## config.mk

```make
export PLATFORM = sky130hd
export DESIGN_NAME = running_max_drawdown
export DESIGN_NICKNAME = d
export VERILOG_FILES = /design/src/design/rmdd_pkg.sv /design/src/design/running_max_drawdown.sv
export SDC_FILE = /design/constraint.sdc
export NUM_CORES = 1
export LEC_CHECK = 0
export ABC_AREA = 1
export BUFFER_PORTS_ARGS = -buffer_cell sky130_fd_sc_hd__buf_4
export CAP_MARGIN = 20
export CORE_MARGIN = 2
export CORE_UTILIZATION = 50
export CTS_BUF_LIST = sky130_fd_sc_hd__clkbuf_16
export DETAILED_ROUTE_END_ITERATION = 8
export GPL_TIMING_DRIVEN = 0
export PLACE_DENSITY_LB_ADDON = 0.12
export SLEW_MARGIN = 10
export SYNTH_ARGS = -nofsm -noshare
export SYNTH_HDL_FRONTEND = slang
export SYNTH_SLANG_ARGS = --single-unit
```

## constraint.sdc

```tcl
create_clock -name clk -period 6.4 [get_ports clk]
set_clock_uncertainty 0.1 [all_clocks]
set_input_delay 0.32 -clock clk [delete_from_list [all_inputs] [get_ports clk]]
set_output_delay 0.32 -clock clk [all_outputs]
set_load 0.02 [all_outputs]
```

## src/design/rmdd_pkg.sv

```systemverilog
// Package for the running maximum drawdown block.
// Holds field widths, scaling constants and the sequencer state type.
// No dependencies.
package rmdd_pkg;

    // Default price width in bits, two's complement
    localparam int PRICE_WIDTH_DEF = 32;

    // Fixed port widths
    localparam int PRICE_PORT_W = 32;
    localparam int DD_W         = 16;

    // Basis point scale and its width
    localparam int SCALE_W = 14;
    localparam logic [SCALE_W-1:0] BP_SCALE = SCALE_W'(10000);

    // Saturation value of the drawdown
    localparam logic [DD_W-1:0] DD_MAX = '1;

    // Sequencer states
    typedef enum logic [1:0] {
        ST_IDLE,
        ST_SCALE,
        ST_DIVIDE,
        ST_FINISH
    } state_t;

endpackage

```

## src/design/running_max_drawdown.sv

```systemverilog
// Accept to out_valid passes through the scale, divide and finish states, or straight to
// finish for a non-positive peak. A new sample is taken only back in idle, after the result
// is presented; the shared restoring divider makes one quotient bit per cycle over
// PRICE_WIDTH+15 bits. A stalled output holds the result and delays the next accept.
// Reset (rst_n, asynchronous, active low) clears the sequencer, the series state
// and the output valid; no clearing pass is needed.
// Running maximum drawdown in basis points; one multiplier and a serial divider.
// Depends on rmdd_pkg.
module running_max_drawdown #(
    parameter int PRICE_WIDTH = rmdd_pkg::PRICE_WIDTH_DEF
) (
    input  logic                                   clk,
    input  logic                                   rst_n,
    // input channel
    input  logic                                   in_valid,
    output logic                                   in_stall,
    input  logic signed [rmdd_pkg::PRICE_PORT_W-1:0] price_sample,
    input  logic                                   last_sample,
    // output channel
    output logic                                   out_valid,
    input  logic                                   out_stall,
    output logic [rmdd_pkg::DD_W-1:0]              max_drawdown_bp,
    output logic                                   drawdown_saturated,
    output logic signed [rmdd_pkg::PRICE_PORT_W-1:0] running_peak,
    output logic                                   series_end
);
    import rmdd_pkg::*;

    // Derived widths
    localparam int DIFF_W = PRICE_WIDTH + 1;          // peak minus sample, never negative
    localparam int DIV_W  = DIFF_W + SCALE_W;         // scaled dividend / quotient
    localparam int REM_W  = PRICE_WIDTH + 1;          // partial remainder
    localparam int CNT_W  = $clog2(DIV_W);

    // Sequencer and datapath registers
    state_t                  state_reg, state_next;
    logic signed [PRICE_WIDTH-1:0] peak_reg, peak_next;
    logic [DIFF_W-1:0]       diff_reg, diff_next;
    logic [DIV_W-1:0]        quot_reg, quot_next;
    logic [REM_W-1:0]        rem_reg, rem_next;
    logic [CNT_W-1:0]        cnt_reg, cnt_next;
    logic                    last_reg, last_next;
    logic [DD_W-1:0]         worst_reg, worst_next;
    logic                    ovf_reg, ovf_next;
    logic                    open_reg, open_next;

    // Output registers
    logic                    out_valid_reg, out_valid_next;
    logic [DD_W-1:0]         out_dd_reg, out_dd_next;
    logic                    out_sat_reg, out_sat_next;
    logic [PRICE_PORT_W-1:0] out_peak_reg, out_peak_next;
    logic                    out_end_reg, out_end_next;

    // Combinational helpers
    logic signed [PRICE_WIDTH-1:0] sample_v;
    logic [PRICE_PORT_W-1:0] peak_port;
    logic [REM_W-1:0]        rem_shift;
    logic [REM_W:0]          trial;
    logic                    borrow;
    logic                    quot_over;
    logic [DD_W-1:0]         dd_val;
    logic                    peak_pos;
    logic                    out_free;

    // Sample at the internal price width
    generate
        if (PRICE_WIDTH <= PRICE_PORT_W) begin : g_in_narrow
            assign sample_v = price_sample[PRICE_WIDTH-1:0];
        end
        else begin : g_in_wide
            assign sample_v = {{(PRICE_WIDTH-PRICE_PORT_W){price_sample[PRICE_PORT_W-1]}},
                               price_sample};
        end
    endgenerate

    // Peak as reported on the port, masked to the price width
    generate
        if (PRICE_WIDTH >= PRICE_PORT_W) begin : g_out_wide
            assign peak_port = peak_reg[PRICE_PORT_W-1:0];
        end
        else begin : g_out_narrow
            assign peak_port = {{(PRICE_PORT_W-PRICE_WIDTH){1'b0}}, peak_reg};
        end
    endgenerate

    // Shared restoring divide step: one quotient bit per cycle
    assign rem_shift = {rem_reg[REM_W-2:0], quot_reg[DIV_W-1]};
    assign trial     = {1'b0, rem_shift} - {2'b00, peak_reg};
    assign borrow    = trial[REM_W];

    // Quotient saturation
    assign quot_over = |quot_reg[DIV_W-1:DD_W];
    assign dd_val    = quot_over ? DD_MAX : quot_reg[DD_W-1:0];

    assign peak_pos  = !peak_reg[PRICE_WIDTH-1] && (peak_reg != '0);
    assign out_free  = !out_valid_reg || !out_stall;

    // State and data registers
    always_ff @(posedge clk or negedge rst_n)
    begin
        if (!rst_n)
        begin
            state_reg     <= ST_IDLE;
            peak_reg      <= '0;
            worst_reg     <= '0;
            ovf_reg       <= 1'b0;
            open_reg      <= 1'b0;
            out_valid_reg <= 1'b0;
        end
        else
        begin
            state_reg     <= state_next;
            peak_reg      <= peak_next;
            worst_reg     <= worst_next;
            ovf_reg       <= ovf_next;
            open_reg      <= open_next;
            out_valid_reg <= out_valid_next;
        end
    end

    // Payload registers, no reset
    always_ff @(posedge clk)
    begin
        diff_reg     <= diff_next;
        quot_reg     <= quot_next;
        rem_reg      <= rem_next;
        cnt_reg      <= cnt_next;
        last_reg     <= last_next;
        out_dd_reg   <= out_dd_next;
        out_sat_reg  <= out_sat_next;
        out_peak_reg <= out_peak_next;
        out_end_reg  <= out_end_next;
    end

    // Sequencer: next state and datapath control
    always_comb
    begin
        state_next     = state_reg;
        peak_next      = peak_reg;
        diff_next      = diff_reg;
        quot_next      = quot_reg;
        rem_next       = rem_reg;
        cnt_next       = cnt_reg;
        last_next      = last_reg;
        worst_next     = worst_reg;
        ovf_next       = ovf_reg;
        open_next      = open_reg;
        out_valid_next = out_valid_reg && out_stall;
        out_dd_next    = out_dd_reg;
        out_sat_next   = out_sat_reg;
        out_peak_next  = out_peak_reg;
        out_end_next   = out_end_reg;

        unique case (state_reg)
            ST_IDLE:
            begin
                if (in_valid)
                begin
                    last_next = last_sample;
                    open_next = 1'b1;
                    // first sample of a series loads the peak and clears the series state
                    if (!open_reg)
                    begin
                        peak_next  = sample_v;
                        worst_next = '0;
                        ovf_next   = 1'b0;
                    end
                    else if (sample_v > peak_reg)
                    begin
                        peak_next = sample_v;
                    end
                    diff_next = {peak_next[PRICE_WIDTH-1], peak_next}
                              - {sample_v[PRICE_WIDTH-1], sample_v};
                    if (!peak_next[PRICE_WIDTH-1] && (peak_next != '0))
                        state_next = ST_SCALE;
                    else
                        state_next = ST_FINISH;
                end
            end

            ST_SCALE:
            begin
                // scale the difference to basis points
                quot_next  = DIV_W'(diff_reg) * DIV_W'(BP_SCALE);
                rem_next   = '0;
                cnt_next   = CNT_W'(DIV_W - 1);
                state_next = ST_DIVIDE;
            end

            ST_DIVIDE:
            begin
                if (!borrow)
                    rem_next = trial[REM_W-1:0];
                else
                    rem_next = rem_shift;
                quot_next = {quot_reg[DIV_W-2:0], !borrow};
                if (cnt_reg == '0)
                    state_next = ST_FINISH;
                else
                    cnt_next = cnt_reg - 1'b1;
            end

            ST_FINISH:
            begin
                if (out_free)
                begin
                    // fold this drawdown into the series maximum
                    if (peak_pos)
                    begin
                        if (quot_over)
                            ovf_next = 1'b1;
                        if (dd_val > worst_reg)
                            worst_next = dd_val;
                    end
                    out_valid_next = 1'b1;
                    out_dd_next    = worst_next;
                    out_sat_next   = ovf_next;
                    out_peak_next  = peak_port;
                    out_end_next   = last_reg;
                    if (last_reg)
                        open_next = 1'b0;
                    state_next = ST_IDLE;
                end
            end

            default:
            begin
                state_next = ST_IDLE;
            end
        endcase
    end

    // Ports
    assign in_stall           = (state_reg != ST_IDLE);
    assign out_valid          = out_valid_reg;
    assign max_drawdown_bp    = out_dd_reg;
    assign drawdown_saturated = out_sat_reg;
    assign running_peak       = out_peak_reg;
    assign series_end         = out_end_reg;

    // Saturation flag implies the kept maximum sits at full scale
    a_sat_full: assert property (@(posedge clk) disable iff (!rst_n)
        ovf_reg |-> (worst_reg == DD_MAX))
        else $error("saturation flag set without full-scale drawdown");

    // Partial remainder stays below the divisor
    a_rem_bound: assert property (@(posedge clk) disable iff (!rst_n)
        (state_reg == ST_DIVIDE) |-> (rem_reg < {1'b0, peak_reg}))
        else $error("divider remainder out of range");

    // Only a positive peak enters the divider
    a_div_peak: assert property (@(posedge clk) disable iff (!rst_n)
        (state_reg == ST_SCALE || state_reg == ST_DIVIDE) |-> peak_pos)
        else $error("divider started with non-positive peak");

    // Accepted transaction moves the sequencer out of idle
    a_accept: assert property (@(posedge clk) disable iff (!rst_n)
        (in_valid && !in_stall) |=> (state_reg == ST_SCALE || state_reg == ST_FINISH))
        else $error("accepted transaction did not start work");

    // Finishing with a free output slot presents a result and returns to idle
    a_finish: assert property (@(posedge clk) disable iff (!rst_n)
        (state_reg == ST_FINISH && out_free) |=> (out_valid && state_reg == ST_IDLE))
        else $error("result not presented at finish");

endmodule

```

Word-level counts from Yosys, hierarchy flattened
Cells that the tools add are included.

Register bits after elaboration: 222. Input port bits: 37. Output and inout port bits: 52. Word-level logic and storage cells: 86.

Add/subtract/negate cells: 3. Multipliers: 1. $lt $le $gt $ge: 2. Equality and inequality tests: 9. Muxes and demuxes: 33. Reduce and logical (&&, ||, !) cells: 23.

Operator list (number): $mux 32 (5); $mux 16 (6); $pmux 47 s2 (1); $pmux 32 s2 (1); $reduce_bool 32->1 (2); $mul 33x10->43 const B (1); $sub 33x32->34 (1); $sub 32x32->33 (1); $gt 32x32->1 (1); $pmux 16 s2 (1); $reduce_or 31->1 (1); $gt 16x16->1 (1); $ne 2x2->1 const B (6); $pmux 6 s2 (1); $mux 1 (10); $mux 2 (4); $pmux 2 s4 (1); $reduce_and 4->1 (2); $logic_not 6->1 (1); $mux 6 (1); $reduce_and 2->1 (3); $reduce_bool 2->1 (3); $sub 6x1->6 const B (1); $logic_not 1->1 (5); other kinds (7) (11).

Depth between registers and ports, before layout
Word-level depth: 10. Gate-level depth with buffers: 33. Gate-level depth less buffers: 33.

Least setup slack after synthesis
No wires, ideal clock.

Path kind: register to register. From: register diff_reg[11]. To: register quot_reg[43] (data pin). Setup time: 0.269 ns. Arrival time: 4.392 ns. Required time: 6.031 ns. Setup slack: 1.640 ns. Stages on the path, launching flop included: 22. Buffers on the path: 0. Clock period less this slack: 4.760 ns. Cell sequence: edfxtp_1 -> fa_1 -> ha_1 -> inv_1 -> fa_1 -> inv_1 -> ha_1 -> inv_1 -> fa_1 -> inv_1 -> ha_1 -> a21oi_1 -> o21ai_0 -> a21oi_1 -> nand3_1 -> a21o_1 -> nand2_1 -> nand2_1 -> a21boi_0 -> o21ai_0 -> xnor2_1 -> o21ai_0.

Cells in the longest elaborated chain, start to end: 2.

Ends and longest elaborated chain: start: declaration (RTL line running_max_drawdown.sv:38) `logic [DIFF_W-1:0] diff_reg, diff_next;`; start signal: assignment (RTL line running_max_drawdown.sv:124) `diff_reg <= diff_next;`; $mul 33x10->43 (RTL line running_max_drawdown.sv:184) `quot_next = DIV_W'(diff_reg) * DIV_W'(BP_SCALE);`; $pmux 47 s2 (RTL line running_max_drawdown.sv:154) `unique case (state_reg)`; named net quot_next[43] (RTL line running_max_drawdown.sv:39) `logic [DIV_W-1:0] quot_reg, quot_next;`; end signal: assignment (RTL line running_max_drawdown.sv:125) `quot_reg <= quot_next;`; end: declaration (RTL line running_max_drawdown.sv:39).

The timed path passes the listed nets, and every way through them passes these cells. A chain may end at the register's enable or synchronous reset.

Worst setup path after layout
Ends and elaborated chain as after synthesis.

==> flow_metrics.env <==
export IMPL_post_cts_buffers=0
export IMPL_route_detailed_drc=0
export IMPL_finalSetupTns_ns=0
export IMPL_grt_ovfl_total=0
export IMPL_grt_util_all_layers=0.260
export IMPL_regArea_sq_mm=0.00640
export IMPL_num_nets_final=2862
export IMPL_cp_start_kind="flop"
export IMPL_relSlewSlack=0.444
export IMPL_wl_met2_mm=24.2
export IMPL_min_path_type="in -> reg"
export IMPL_rsz0062_at_grt="false"
export IMPL_core_area_sq_mm=0.0386
export IMPL_period_minus_slack_ns=5.53
export IMPL_syn_to_final_growth_pct=11.9
export IMPL_slowest_stage="edfxtp_1"
export IMPL_netlist_area_leader_share=0.260
export IMPL_cts_sinks=222
export IMPL_tightestPinTransition_ns=0.834
export IMPL_drt_total_wl_mm=51.6
export IMPL_start_util=0.505
export IMPL_worstPathArrival_ns=5.71
export IMPL_post_drt_wl_per_cell_um=17.0
export IMPL_multi_input_area_sq_mm=0.0109
export IMPL_die_w_um=201
export IMPL_die_y_um=201
export IMPL_dieArea_sq_mm=0.0406
export IMPL_postSynthCellCount=2374
export IMPL_syn_num_nets=2738
export IMPL_drt_pass1_iterations=6
export IMPL_first_global_vias=16000
export IMPL_antenna_cells=0
export IMPL_insertion_delay_ns=0.57
export IMPL_fin_crit_sh=0.864
export IMPL_syn_area_sq_mm=0.0195
export IMPL_grt_max_degree=54
export IMPL_synth_flop_cell="edfxtp_1"
export IMPL_synth_fa_ha_area_frac=0.244
export IMPL_syn_avg_cell_area_sq_um=8.21
export IMPL_synth_area_leaders="edfxtp_1 (26%), ha_1 (15%), inv_1 (9.9%)"
export IMPL_io_buffers=88
export IMPL_dr_wl_met3_mm=2.42
export IMPL_cp_common_cell="inv_1"
export IMPL_synth_edff_count=169
export IMPL_nFillCells=3591
export IMPL_clockBufferDepth=3
export IMPL_synth_warnings=0
export IMPL_maxCapViolCount=0
export IMPL_path_max_fanout=6
export IMPL_synthMuxAreaShare=0
export IMPL_grt_pass1_wl_mm=83.9
export IMPL_synth_top_family_by_area="adder cells"
export IMPL_max_freq_mhz=181
export IMPL_yosys_area_share_xor_xnor=0.0328
export IMPL_gp_congestion=0.918
export IMPL_critPathKind="reg -> reg"
export IMPL_routed_via_density=5.26
export IMPL_cpLargestDelayFamily="adder cells"
export IMPL_clockRootBuffer="clkbuf_16"
export IMPL_path_buf_inv=4
export IMPL_vias=16000
export IMPL_drv_slew=0
export IMPL_core_rowCount=72
export IMPL_htree_levels=1
export IMPL_hold_viol=0
export IMPL_yosysSeqAreaShare=0.328
export IMPL_synth_cell_types=45
export IMPL_drt_iter0_drc=913
export IMPL_yosys_area_share_simple=0.160
export IMPL_drive_gt1_frac=0.0671
export IMPL_cp_required_ns=6.58
export IMPL_status="completed"
export IMPL_largest_reg_flops=47
export IMPL_met1_length_mm=23.6
export IMPL_grt_antenna_before_repair=0
export IMPL_synth_area_leader_cell="edfxtp_1"
export IMPL_highest_layer="met4"
export IMPL_crit_path_end_kind="flop"
export IMPL_fin_ws_ns=0.869
export IMPL_cpPeakStageDelay_ns=0.55
export IMPL_clk_pin_slew_ns=0.06
export IMPL_synthArstFlopShare=0.239
export IMPL_cts_buffers=27
export IMPL_synth_compound_area_share=0.123
export IMPL_io_pins=89
export IMPL_finalSetupViolCount=0
export IMPL_cts_tree="done"
export IMPL_yosys_register_bits=222
export IMPL_ant_nets=0
export IMPL_pre_cts_ws_ns=0.891
export IMPL_path_cells="fa_1 -> ha_1 -> inv_1 -> fa_1 -> inv_1 -> ha_1 -> inv_1 -> fa_1 -> inv_1 -> ha_1 -> a21oi_1 -> o21ai_0 -> a21oi_1 -> nand3_1 -> a21o_1 -> nand2_1 -> nand2_1 -> a21boi_0 -> o21ai_0 -> xnor2_1 -> o21ai_0"
export IMPL_post_dp_hpwl_mm=42.2
[per-layer routing]
| metal | vias up | track usage |
|---|---|---|
| li1 | 7962 | - |
| met1 | 7542 | 0.353 |
| met2 | 403 | 0.445 |
| met3 | 77 | 0.0251 |
| met4 | 0 | 0.0701 |
| met5 | - | 0 |
[cell type report]
type | count | area share
multi-input cells | 1592 | 0.502
flip-flops and latches | 222 | 0.294
inverters | 517 | 0.0890
repair buffers | 95 | 0.0364
clock buffers | 28 | 0.0321
well taps | 518 | 0.0297
plain buffers | 43 | 0.0102
clock inverters | 21 | 0.00706
[repair_timing]
action | in CTS | in global routing
resized for setup | 0 | 0
hold buffers | 3 | 0
hold endpoints to repair | 55 | 0
[through the flow]
| step | util | instances | area, sq um | hold WS (ns) |
|---|---|---|---|---|
| 2_1_floorplan | - | 2374 | 19500 | -0.0756 |
| 4_1_cts | 0.566 | 3036 | 21800 | 0.0906 |
| 5_1_grt | 0.566 | 3036 | 21800 | 0.119 |
| 3_3_place_gp | 0.539 | 2980 | 20800 | 0.352 |
| 6_report | 0.566 | 3036 | 21800 | 0.114 |
| 3_5_place_dp | 0.543 | 2984 | 20900 | 0.359 |
[cell usage in the layout, fill, tap and decap left out, types with 4 or more instances in the layout]
cell type,netlist,layout
buf_1,4,4
a21oi_1,177,176
o21bai_1,6,6
buf_4,4,92
inv_1,516,519
o211ai_1,5,5
dfrtp_1,53,53
a21boi_1,4,4
nor4_1,18,18
clkbuf_16,0,28
edfxtp_1,169,169
o21ai_0,172,172
a211oi_1,6,6
nand2_1,461,461
o21a_1,16,16
clkbuf_1,28,28
nand3_2,7,7
xnor2_1,38,38
nor2_1,140,140
a21o_1,11,11
o21ai_1,10,10
nand3_1,70,70
nor3_1,17,17
or2_2,19,19
clkinv_1,1,12
nand4_1,16,16
o2111ai_1,4,4
a31oi_1,17,17
xor2_1,35,35
fa_1,88,88
ha_1,239,238
[worst reg2reg max path: stages, from the launching register on]
cell and delay [ns]:
edfxtp_1 0.55, fa_1 0.52, ha_1 0.29, inv_1 0.05, fa_1 0.54, inv_1 0.05, ha_1 0.27, inv_1 0.05
fa_1 0.49, inv_1 0.04, ha_1 0.36, a21oi_1 0.22, o21ai_0 0.12, a21oi_1 0.16, nand3_1 0.19, a21o_1 0.24
nand2_1 0.06, nand2_1 0.08, a21boi_0 0.29, o21ai_0 0.17, xnor2_1 0.26, o21ai_0 0.13
[synthesized netlist by cell type (2+ instances only)]
cell	n
buf_4	4
nand4_1	16
dfrtp_1	53
ha_1	239
o21ai_1	10
fa_1	88
buf_6	2
nand2_1	461
o2111ai_1	4
a221oi_1	3
a21oi_1	177
edfxtp_1	169
o21bai_1	6
inv_1	516
a21o_1	11
xor2_1	35
buf_1	4
xnor2_1	38
nor3_1	17
nor2_1	140
or2_2	19
a211oi_1	6
nand3_1	70
o31ai_1	2
buf_2	3
a21boi_0	3
nand3_2	7
a31oi_1	17
a21boi_1	4
o211ai_1	5
clkbuf_1	28
o21ai_0	172
nor4_1	18
o21a_1	16
[cell families after synthesis]
| family | Yosys count |
|---|---|
| and+or+nand+nor | 751 |
| buffers and inverters | 560 |
| AOI/OAI and AO/OA | 441 |
| adders and majority gates | 327 |
| DFF | 222 |
| xor gates and xnor gates | 73 |
[worst paths after layout]
kind	startpoint	slack (ns)	cells past startpoint	to
worst max-delay path	diff_reg[11]$_DFFE_PP_	0.87	21	quot_reg[43]$_DFFE_PP_
worst min-delay path	price_sample[26]	0.11	5	peak_port[26]$_DFFE_PN0P_
worst max register to register	diff_reg[11]$_DFFE_PP_	0.87	21	quot_reg[43]$_DFFE_PP_
worst min register to register	peak_port[8]$_DFFE_PN0P_	0.38	0	running_peak[8]$_DFFE_PP_
max in group asynchronous	rst_n	5.35	2	worst_reg[10]$_DFFE_PN0P_
min in group asynchronous	rst_n	0.29	2	peak_port[9]$_DFFE_PN0P_
Power is left out: the tool's default activity adds up to more than one toggle a clock period on the data nets, which glitch-free logic cannot reach.
